[config.mk]
export PLATFORM = sky130hd
export DESIGN_NAME = md5_message_digest
export DESIGN_NICKNAME = d
export VERILOG_FILES = /design/src/sv/md5_pkg.sv /design/src/sv/md5_ram.sv /design/src/sv/md5_message_digest.sv
export SDC_FILE = /design/constraint.sdc
export NUM_CORES = 2
export LEC_CHECK = 0
export BUFFER_PORTS_ARGS = -buffer_cell sky130_fd_sc_hd__buf_2
export CELL_PAD_IN_SITES_DETAIL_PLACEMENT = 0
export CELL_PAD_IN_SITES_GLOBAL_PLACEMENT = 1
export CORE_MARGIN = 3
export CORE_UTILIZATION = 40
export CTS_CLUSTER_DIAMETER = 120
export DETAILED_ROUTE_END_ITERATION = 16
export PLACE_DENSITY_LB_ADDON = 0.3
export SYNTH_ARGS = -nofsm -noshare
export SYNTH_HDL_FRONTEND = slang
export SYNTH_HIERARCHICAL = 1
export SYNTH_SLANG_ARGS = --single-unit
export TNS_END_PERCENT = 100
[constraint.sdc]
create_clock -name clk -period 12.6 [get_ports clk]
set_input_delay 2.52 -clock clk [delete_from_list [all_inputs] [get_ports clk]]
set_output_delay 2.52 -clock clk [all_outputs]
set_load 0.005 [all_outputs]
[src/sv/md5_pkg.sv]
package md5_pkg;

    typedef logic [31:0] word_t;

    localparam word_t IV0 = 32'h67452301;
    localparam word_t IV1 = 32'hefcdab89;
    localparam word_t IV2 = 32'h98badcfe;
    localparam word_t IV3 = 32'h10325476;

    localparam logic [7:0] PAD_BYTE = 8'h80;

    // Additive constant of each round
    function automatic word_t round_const(input logic [5:0] i);
        word_t k;
        begin
            case (i)
                6'd0:  k = 32'hd76aa478;  6'd1:  k = 32'he8c7b756;
                6'd2:  k = 32'h242070db;  6'd3:  k = 32'hc1bdceee;
                6'd4:  k = 32'hf57c0faf;  6'd5:  k = 32'h4787c62a;
                6'd6:  k = 32'ha8304613;  6'd7:  k = 32'hfd469501;
                6'd8:  k = 32'h698098d8;  6'd9:  k = 32'h8b44f7af;
                6'd10: k = 32'hffff5bb1;  6'd11: k = 32'h895cd7be;
                6'd12: k = 32'h6b901122;  6'd13: k = 32'hfd987193;
                6'd14: k = 32'ha679438e;  6'd15: k = 32'h49b40821;
                6'd16: k = 32'hf61e2562;  6'd17: k = 32'hc040b340;
                6'd18: k = 32'h265e5a51;  6'd19: k = 32'he9b6c7aa;
                6'd20: k = 32'hd62f105d;  6'd21: k = 32'h02441453;
                6'd22: k = 32'hd8a1e681;  6'd23: k = 32'he7d3fbc8;
                6'd24: k = 32'h21e1cde6;  6'd25: k = 32'hc33707d6;
                6'd26: k = 32'hf4d50d87;  6'd27: k = 32'h455a14ed;
                6'd28: k = 32'ha9e3e905;  6'd29: k = 32'hfcefa3f8;
                6'd30: k = 32'h676f02d9;  6'd31: k = 32'h8d2a4c8a;
                6'd32: k = 32'hfffa3942;  6'd33: k = 32'h8771f681;
                6'd34: k = 32'h6d9d6122;  6'd35: k = 32'hfde5380c;
                6'd36: k = 32'ha4beea44;  6'd37: k = 32'h4bdecfa9;
                6'd38: k = 32'hf6bb4b60;  6'd39: k = 32'hbebfbc70;
                6'd40: k = 32'h289b7ec6;  6'd41: k = 32'heaa127fa;
                6'd42: k = 32'hd4ef3085;  6'd43: k = 32'h04881d05;
                6'd44: k = 32'hd9d4d039;  6'd45: k = 32'he6db99e5;
                6'd46: k = 32'h1fa27cf8;  6'd47: k = 32'hc4ac5665;
                6'd48: k = 32'hf4292244;  6'd49: k = 32'h432aff97;
                6'd50: k = 32'hab9423a7;  6'd51: k = 32'hfc93a039;
                6'd52: k = 32'h655b59c3;  6'd53: k = 32'h8f0ccc92;
                6'd54: k = 32'hffeff47d;  6'd55: k = 32'h85845dd1;
                6'd56: k = 32'h6fa87e4f;  6'd57: k = 32'hfe2ce6e0;
                6'd58: k = 32'ha3014314;  6'd59: k = 32'h4e0811a1;
                6'd60: k = 32'hf7537e82;  6'd61: k = 32'hbd3af235;
                6'd62: k = 32'h2ad7d2bb;  default: k = 32'heb86d391;
            endcase
            return k;
        end
    endfunction

    // Left rotate amount of each round
    function automatic logic [4:0] rot_amount(input logic [5:0] i);
        logic [4:0] s;
        begin
            case ({i[5:4], i[1:0]})
                4'd0:  s = 5'd7;   4'd1:  s = 5'd12;  4'd2:  s = 5'd17;  4'd3:  s = 5'd22;
                4'd4:  s = 5'd5;   4'd5:  s = 5'd9;   4'd6:  s = 5'd14;  4'd7:  s = 5'd20;
                4'd8:  s = 5'd4;   4'd9:  s = 5'd11;  4'd10: s = 5'd16;  4'd11: s = 5'd23;
                4'd12: s = 5'd6;   4'd13: s = 5'd10;  4'd14: s = 5'd15;  default: s = 5'd21;
            endcase
            return s;
        end
    endfunction

    // Message word used by each round
    function automatic logic [3:0] word_sel(input logic [5:0] i);
        logic [3:0] g;
        begin
            case (i[5:4])
                2'd0:    g = i[3:0];
                2'd1:    g = 4'((i[3:0] << 2) + i[3:0] + 4'd1);
                2'd2:    g = 4'((i[3:0] << 1) + i[3:0] + 4'd5);
                default: g = 4'((i[3:0] << 3) - i[3:0]);
            endcase
            return g;
        end
    endfunction

    // Nonlinear round function
    function automatic word_t round_func(input logic [1:0] r, input word_t b,
                                         input word_t c, input word_t d);
        word_t f;
        begin
            case (r)
                2'd0:    f = (b & c) | (~b & d);
                2'd1:    f = (d & b) | (~d & c);
                2'd2:    f = b ^ c ^ d;
                default: f = c ^ (b | ~d);
            endcase
            return f;
        end
    endfunction

endpackage

[src/sv/md5_ram.sv]
module md5_ram #(
    parameter int WIDTH = 32,
    parameter int DEPTH = 16
) (
    input  logic                     clk,
    input  logic                     we,
    input  logic [$clog2(DEPTH)-1:0] waddr,
    input  logic [WIDTH-1:0]         wdata,
    input  logic [$clog2(DEPTH)-1:0] raddr,
    output logic [WIDTH-1:0]         rdata
);

    logic [WIDTH-1:0] mem [DEPTH];
    logic [WIDTH-1:0] rdata_reg;

    always_ff @(posedge clk)
    begin
        if (we)
        begin
            mem[waddr] <= wdata;
        end
        rdata_reg <= mem[raddr];
    end

    assign rdata = rdata_reg;

endmodule

[src/sv/md5_message_digest.sv]
// MD5 digest engine, one message byte per input word.
//
// Input channel (in_valid/in_ready): data_byte joins the message when
// byte_valid is set; message_end closes the message. A word with neither
// flag changes nothing. An end word without a byte finishes what is held,
// so a lone end word gives the digest of the empty message.
// Output channel (out_valid/out_ready): four digest words, word_index 0..3,
// last_word on the fourth. Bytes of the digest are little-endian per word.
//
// Flow: in_ready stays high from byte to byte; the 64th byte of a block
// starts the compression, which runs on one shared round unit: a setup
// step, 64 rounds that each form the sum and then the rotated add, and
// the chaining add. Padding writes up to 16 buffer words, one per cycle,
// then one or two compressions, then the four digest words go out, one
// per cycle while out_ready is high. in_ready is low for all of this time.
// A stalled receiver simply holds the digest word; nothing is lost.
// Reset loads the initial chaining words and clears the bit count; after
// the last digest word is taken the block does the same on its own.
module md5_message_digest (
    input  logic         clk,
    input  logic         rst_n,
    input  logic         in_valid,
    output logic         in_ready,
    input  logic [7:0]   data_byte,
    input  logic         byte_valid,
    input  logic         message_end,
    output logic         out_valid,
    input  logic         out_ready,
    output md5_pkg::word_t digest_word,
    output logic [1:0]   word_index,
    output logic         last_word
);
    import md5_pkg::*;

    localparam logic [2:0] ST_IDLE  = 3'd0;
    localparam logic [2:0] ST_PAD0  = 3'd1;
    localparam logic [2:0] ST_FILL  = 3'd2;
    localparam logic [2:0] ST_PRE   = 3'd3;
    localparam logic [2:0] ST_ROUND = 3'd4;
    localparam logic [2:0] ST_ADD   = 3'd5;
    localparam logic [2:0] ST_OUT   = 3'd6;

    logic [2:0]  state_reg, state_next;
    word_t       ch_reg [4];
    word_t       ch_next [4];
    logic [63:0] count_reg, count_next;
    word_t       part_reg, part_next;       // word being assembled
    word_t       a_reg, b_reg, c_reg, d_reg;
    word_t       a_next, b_next, c_next, d_next;
    word_t       t_reg, t_next;
    logic [5:0]  rnd_reg, rnd_next;
    logic        phase_reg, phase_next;
    logic [3:0]  pw_reg, pw_next;           // padding word pointer
    logic        end_reg, end_next;
    logic        padding_reg, padding_next;
    logic        two_reg, two_next;         // padding needs a second block
    logic [1:0]  idx_reg, idx_next;

    logic        in_fire, out_fire;
    logic [5:0]  pos;
    word_t       assembled, pad_word, fill_word;
    logic        ram_we;
    logic [3:0]  ram_waddr, ram_raddr;
    word_t       ram_wdata, ram_rdata;
    logic [5:0]  rd_round;
    logic [63:0] rot_wide;

    assign in_ready  = (state_reg == ST_IDLE);
    assign out_valid = (state_reg == ST_OUT);
    assign in_fire   = in_valid && in_ready;
    assign out_fire  = out_valid && out_ready;

    assign digest_word = ch_reg[idx_reg];
    assign word_index  = idx_reg;
    assign last_word   = (idx_reg == 2'd3);

    assign pos = count_reg[8:3];

    // Insert the incoming byte into its lane; pad the partial word
    always_comb
    begin
        assembled = part_reg;
        pad_word  = '0;
        for (int l = 0; l < 4; l++)
        begin
            if (pos[1:0] == 2'(l))
            begin
                assembled[8*l +: 8] = data_byte;
                pad_word[8*l +: 8]  = PAD_BYTE;
            end
            else if (2'(l) < pos[1:0])
            begin
                pad_word[8*l +: 8] = part_reg[8*l +: 8];
            end
        end
    end

    always_comb
    begin
        fill_word = '0;
        if (!two_reg && pw_reg == 4'd14)
        begin
            fill_word = count_reg[31:0];
        end
        else if (!two_reg && pw_reg == 4'd15)
        begin
            fill_word = count_reg[63:32];
        end
    end

    // Read one round ahead so the word is ready at phase 0
    assign rd_round  = phase_reg ? 6'(rnd_reg + 6'd1) : rnd_reg;
    assign ram_raddr = word_sel(rd_round);

    always_comb
    begin
        ram_we    = 1'b0;
        ram_waddr = pos[5:2];
        ram_wdata = assembled;
        case (state_reg)
            ST_IDLE:
            begin
                ram_we = in_fire && byte_valid && (pos[1:0] == 2'd3);
            end
            ST_PAD0:
            begin
                ram_we    = 1'b1;
                ram_wdata = pad_word;
            end
            ST_FILL:
            begin
                ram_we    = 1'b1;
                ram_waddr = pw_reg;
                ram_wdata = fill_word;
            end
            default:
            begin
                ram_we = 1'b0;
            end
        endcase
    end

    md5_ram #(
        .WIDTH(32),
        .DEPTH(16)
    ) u_buf (
        .clk  (clk),
        .we   (ram_we),
        .waddr(ram_waddr),
        .wdata(ram_wdata),
        .raddr(ram_raddr),
        .rdata(ram_rdata)
    );

    assign rot_wide = {t_reg, t_reg} << rot_amount(rnd_reg);

    always_comb
    begin
        state_next   = state_reg;
        ch_next      = ch_reg;
        count_next   = count_reg;
        part_next    = part_reg;
        a_next       = a_reg;
        b_next       = b_reg;
        c_next       = c_reg;
        d_next       = d_reg;
        t_next       = t_reg;
        rnd_next     = rnd_reg;
        phase_next   = phase_reg;
        pw_next      = pw_reg;
        end_next     = end_reg;
        padding_next = padding_reg;
        two_next     = two_reg;
        idx_next     = idx_reg;
        unique case (state_reg)
            ST_IDLE:
            begin
                if (in_fire)
                begin
                    end_next     = message_end;
                    padding_next = 1'b0;
                    if (byte_valid)
                    begin
                        part_next  = assembled;
                        count_next = count_reg + 64'd8;
                    end
                    if (byte_valid && pos == 6'd63)
                    begin
                        state_next = ST_PRE;
                    end
                    else if (message_end)
                    begin
                        state_next = ST_PAD0;
                    end
                end
            end
            ST_PAD0:
            begin
                padding_next = 1'b1;
                two_next     = (pos >= 6'd56);
                pw_next      = 4'(pos[5:2] + 4'd1);
                state_next   = (pos[5:2] == 4'd15) ? ST_PRE : ST_FILL;
            end
            ST_FILL:
            begin
                pw_next = 4'(pw_reg + 4'd1);
                if (pw_reg == 4'd15)
                begin
                    state_next = ST_PRE;
                end
            end
            ST_PRE:
            begin
                a_next     = ch_reg[0];
                b_next     = ch_reg[1];
                c_next     = ch_reg[2];
                d_next     = ch_reg[3];
                rnd_next   = '0;
                phase_next = 1'b0;
                state_next = ST_ROUND;
            end
            ST_ROUND:
            begin
                phase_next = !phase_reg;
                if (!phase_reg)
                begin
                    t_next = a_reg + round_func(rnd_reg[5:4], b_reg, c_reg, d_reg)
                           + round_const(rnd_reg) + ram_rdata;
                end
                else
                begin
                    a_next   = d_reg;
                    d_next   = c_reg;
                    c_next   = b_reg;
                    b_next   = b_reg + rot_wide[63:32];
                    rnd_next = 6'(rnd_reg + 6'd1);
                    if (rnd_reg == 6'd63)
                    begin
                        state_next = ST_ADD;
                    end
                end
            end
            ST_ADD:
            begin
                ch_next[0] = ch_reg[0] + a_reg;
                ch_next[1] = ch_reg[1] + b_reg;
                ch_next[2] = ch_reg[2] + c_reg;
                ch_next[3] = ch_reg[3] + d_reg;
                if (!end_reg)
                begin
                    state_next = ST_IDLE;
                end
                else if (!padding_reg)
                begin
                    state_next = ST_PAD0;
                end
                else if (two_reg)
                begin
                    two_next   = 1'b0;
                    pw_next    = '0;
                    state_next = ST_FILL;
                end
                else
                begin
                    idx_next   = '0;
                    state_next = ST_OUT;
                end
            end
            ST_OUT:
            begin
                if (out_fire)
                begin
                    idx_next = 2'(idx_reg + 2'd1);
                    if (idx_reg == 2'd3)
                    begin
                        ch_next[0] = IV0;
                        ch_next[1] = IV1;
                        ch_next[2] = IV2;
                        ch_next[3] = IV3;
                        count_next = '0;
                        end_next   = 1'b0;
                        state_next = ST_IDLE;
                    end
                end
            end
            default:
            begin
                state_next = ST_IDLE;
            end
        endcase
    end

    always_ff @(posedge clk or negedge rst_n)
    begin
        if (!rst_n)
        begin
            state_reg   <= ST_IDLE;
            ch_reg[0]   <= IV0;
            ch_reg[1]   <= IV1;
            ch_reg[2]   <= IV2;
            ch_reg[3]   <= IV3;
            count_reg   <= '0;
            rnd_reg     <= '0;
            phase_reg   <= 1'b0;
            pw_reg      <= '0;
            end_reg     <= 1'b0;
            padding_reg <= 1'b0;
            two_reg     <= 1'b0;
            idx_reg     <= '0;
        end
        else
        begin
            state_reg   <= state_next;
            ch_reg      <= ch_next;
            count_reg   <= count_next;
            rnd_reg     <= rnd_next;
            phase_reg   <= phase_next;
            pw_reg      <= pw_next;
            end_reg     <= end_next;
            padding_reg <= padding_next;
            two_reg     <= two_next;
            idx_reg     <= idx_next;
        end
    end

    always_ff @(posedge clk)
    begin
        part_reg <= part_next;
        a_reg    <= a_next;
        b_reg    <= b_next;
        c_reg    <= c_next;
        d_reg    <= d_next;
        t_reg    <= t_next;
    end

    // Never take input while a digest is pending
    assert property (@(posedge clk) disable iff (!rst_n) out_valid |-> !in_ready)
        else $error("input accepted while digest pending");

    // An end word always leads into padding or compression
    assert property (@(posedge clk) disable iff (!rst_n)
        in_fire && message_end |=> !in_ready)
        else $error("end word did not start finishing");

    // The last round hands over to the chaining add
    assert property (@(posedge clk) disable iff (!rst_n)
        state_reg == ST_ROUND && phase_reg && rnd_reg == 6'd63 |=> state_reg == ST_ADD)
        else $error("round sequence did not finish");

    // After the final digest word the message state restarts
    assert property (@(posedge clk) disable iff (!rst_n)
        out_fire && last_word |=> in_ready && count_reg == 64'd0 && ch_reg[0] == IV0)
        else $error("message state not restarted");

endmodule
==> flow_summary.ini <==
[drt]
wl_per_cell_microns = 25.3
routed_via_density = 5.85
via_count = 39600
drt_iter0_drc = 3507
drc_errors = 0
ant_nets = 0
firstDrtPassIters = 6
drt-total-wl_microns = 171000

[sta]
clock_skew_ns = 0.0894
worst_pin_slew_ns = 1.33
period_needed_ns = 7.22
hold_viol = 0
finalCritPeriodShare_pct = 57.3
setup_viol_count_final = 0
max_freq_ghz = 0.138
holdWs_ns = 0.507
drv_slew = 0
slew_headroom_pct = 11.2
tns_ns = 0
rsz0062_at_grt = false

[place]
gp_congestion = 0.923
portBuffers = 50
hpwl_microns = 118000

[hold_path]
worstHoldStart = ch_reg[127]
hp-class = flop to flop
hold_path_end = ch_reg[127]
worstHoldPathCells = 1

[setup_path]
worstSetupEndpointType = flop
regToRegEndpoint = b_reg[29]
r2r_slack_ns = 5.38
crit_fanout = 40
r2r_start = rnd_reg[0]
cp-start-kind = flop
arrival_ns = 7.68
path_class = flop to flop
critical_path_required_ns = 13.06
rr_worst_depth = 23

[floorplan]
dieArea_sq_mm = 0.142
coreArea_sq_mm = 0.136
io_pins = 51
placementRows = 135
initial_core_util_pct = 40.5
die_h_microns = 377
fp.dieW_microns = 377

[clocking]
cts_setup_buffers = 0
cts_inserted_buffers = 100
ctsResizeCount = 0
htreeDepth = 3
cts_tree = yes
cts.sinks = 944
cts_root_buf = clkbuf_16
insertion_delay_ns = 0.76
path_clk_slew_ns = 0.06
cts_buffer_depth = 3
ctsHoldBuffers = 0

[global_routing]
first_global_vias = 38700
grt_pass1_wl_microns = 256000
grt_remaining_overflow = 0
grt_max_degree = 114
grt_antenna_before_repair = 2
track_usage_pct = 23.9

[power_and_ir_drop]
pwr_density_cell_mw_per_mm2 = 104
vdd_ir_drop_max_v = 0.000148
total_leakage_power_nw = 23.1

[logic_synthesis]
yosysWarnings = 6
syn_area_per_cell_sq_um = 11.3
async_flop_share_pct = 22.0
ys_seq_area_share_pct = 49.2
syn_inst = 4881
synth_area_sq_mm = 0.0550
synth_common_cells = 704 x edfxtp_1, 631 x nand2_1, 328 x nor2_1
yosys_register_bits = 944
synth.area.top_cells = edfxtp_1 38%, mux4_2 7.7%, dfrtp_1 6.5%
synth_top_area_share_pct = 38.4
synth_top_area_cell = edfxtp_1
synth.net_count = 5198
yosysMostFrequentCell = edfxtp_1
synth_edf_count = 704
synth_cell_types = 99
ys.flop_type = edfxtp_1

[cells_and_area]
drive_gt1_share_pct = 13.3
largest_register_ffs = 512
synthToLayoutAreaGrowth_pct = 10.7
final_nets = 5209

[outcome]
run_status = completed

[run]
max_cap_violations = 0
==> metal layers <==
| layer | part of all wire, % | routed length [microns] | vias to the layer above | track usage [%] |
|---|---|---|---|---|
| met5 | 0 | 0 | - | 0.961 |
| met4 | 2.9 | 5020 | 0 | 6.91 |
| met3 | 5.8 | 9890 | 272 | 3.67 |
| met2 | 49 | 84100 | 1235 | 40.5 |
| met1 | 42 | 72400 | 19900 | 31.7 |
| li1 | - | - | 18200 | - |
==> kinds of logic after synthesis <==
logic type	count (synthesis)	synth area share [%]
xor gates and xnor gates	262	4.20
AOI/OAI and AO/OA	1193	13.6
buffers and inverters	471	3.35
muxes	344	10.6
DFF	944	49.2
and+or+nand+nor	1334	10.6
adders and majority gates	333	8.40
==> area by class of cell <==
class	instances	area [sq um]
antenna	7	17.5
timing repair buffer	148	1010
inverter	232	871
fill	12500	75000
clock inverter	59	682
clock buffer	131	2660
multi-input combinational	3466	26400
sequential	944	27100
tap	1781	2230
==> through the flow <==
stage / power (mW) / utilization [%] / worst slack [ns] / std cells / area [sq um]
2_1_floorplan: 3.40 / - / 1.69 / 4881 / 55000
3_3_place_gp: 3.44 / 42.4 / 5.56 / 6571 / 57600
3_5_place_dp: 3.44 / 42.4 / 5.48 / 6571 / 57600
4_1_cts: 6.43 / 44.8 / 5.48 / 6761 / 60900
5_1_grt: 6.55 / 44.8 / 4.90 / 6767 / 60900
6_report: 6.36 / 44.8 / 5.38 / 6768 / 60900
==> layout by cell type, fill, tap and decap left out, drive strengths merged, types with 120 or more instances in the layout <==
| cell type | n |
|---|---|
| xor2 | 147 |
| clkbuf | 131 |
| o21ai | 316 |
| mux4 | 188 |
| buf | 148 |
| a21oi | 321 |
| dfrtp | 144 |
| nor2 | 331 |
| edfxtp | 704 |
| inv | 231 |
| nand2 | 632 |
| mux2i | 120 |
| ha | 232 |
==> worst max path at each step <==
stage / startpoint / endpoint / slack (ns)
3_5_place_dp: rnd_reg[0] / b_reg[30] / 5.48
6_report: rnd_reg[0] / b_reg[29] / 5.38
4_1_cts: rnd_reg[0] / b_reg[30] / 5.48
3_3_place_gp: rnd_reg[0] / b_reg[30] / 5.56
2_1_floorplan: state_reg[1] / a_reg[0] / 1.69
5_1_grt: rnd_reg[1] / b_reg[30] / 4.90
==> report_power, final <==
| group | internal [mW] | leakage, nW | total, mW | switching [mW] |
|---|---|---|---|---|
| clock | 1.67 | 1.58 | 2.99 | 1.32 |
| combinational | 0.0105 | 12.4 | 0.0486 | 0.0381 |
| sequential | 3.32 | 9.15 | 3.32 | 0.00148 |
==> worst max-delay path, cell delays in order, from the launching register on <==
cell	delay [ns]
dfrtp_1	0.87
inv_1	0.36
ha_1	0.63
nor2_1	0.18
a211oi_1	0.09
a21oi_4	0.14
buf_4	0.51
mux4_2	0.60
mux2i_1	0.27
mux2i_1	0.15
nand2_1	0.10
nand2_1	0.07
ha_1	0.38
and3_1	0.20
and3_1	0.16
nand3_1	0.12
a211oi_1	0.55
o221ai_1	0.35
o31ai_1	0.40
nand2_1	0.13
a21oi_1	0.26
a31oi_1	0.16
xor2_1	0.17
o21ai_1	0.08
Power figures use the tool's default switching activity.
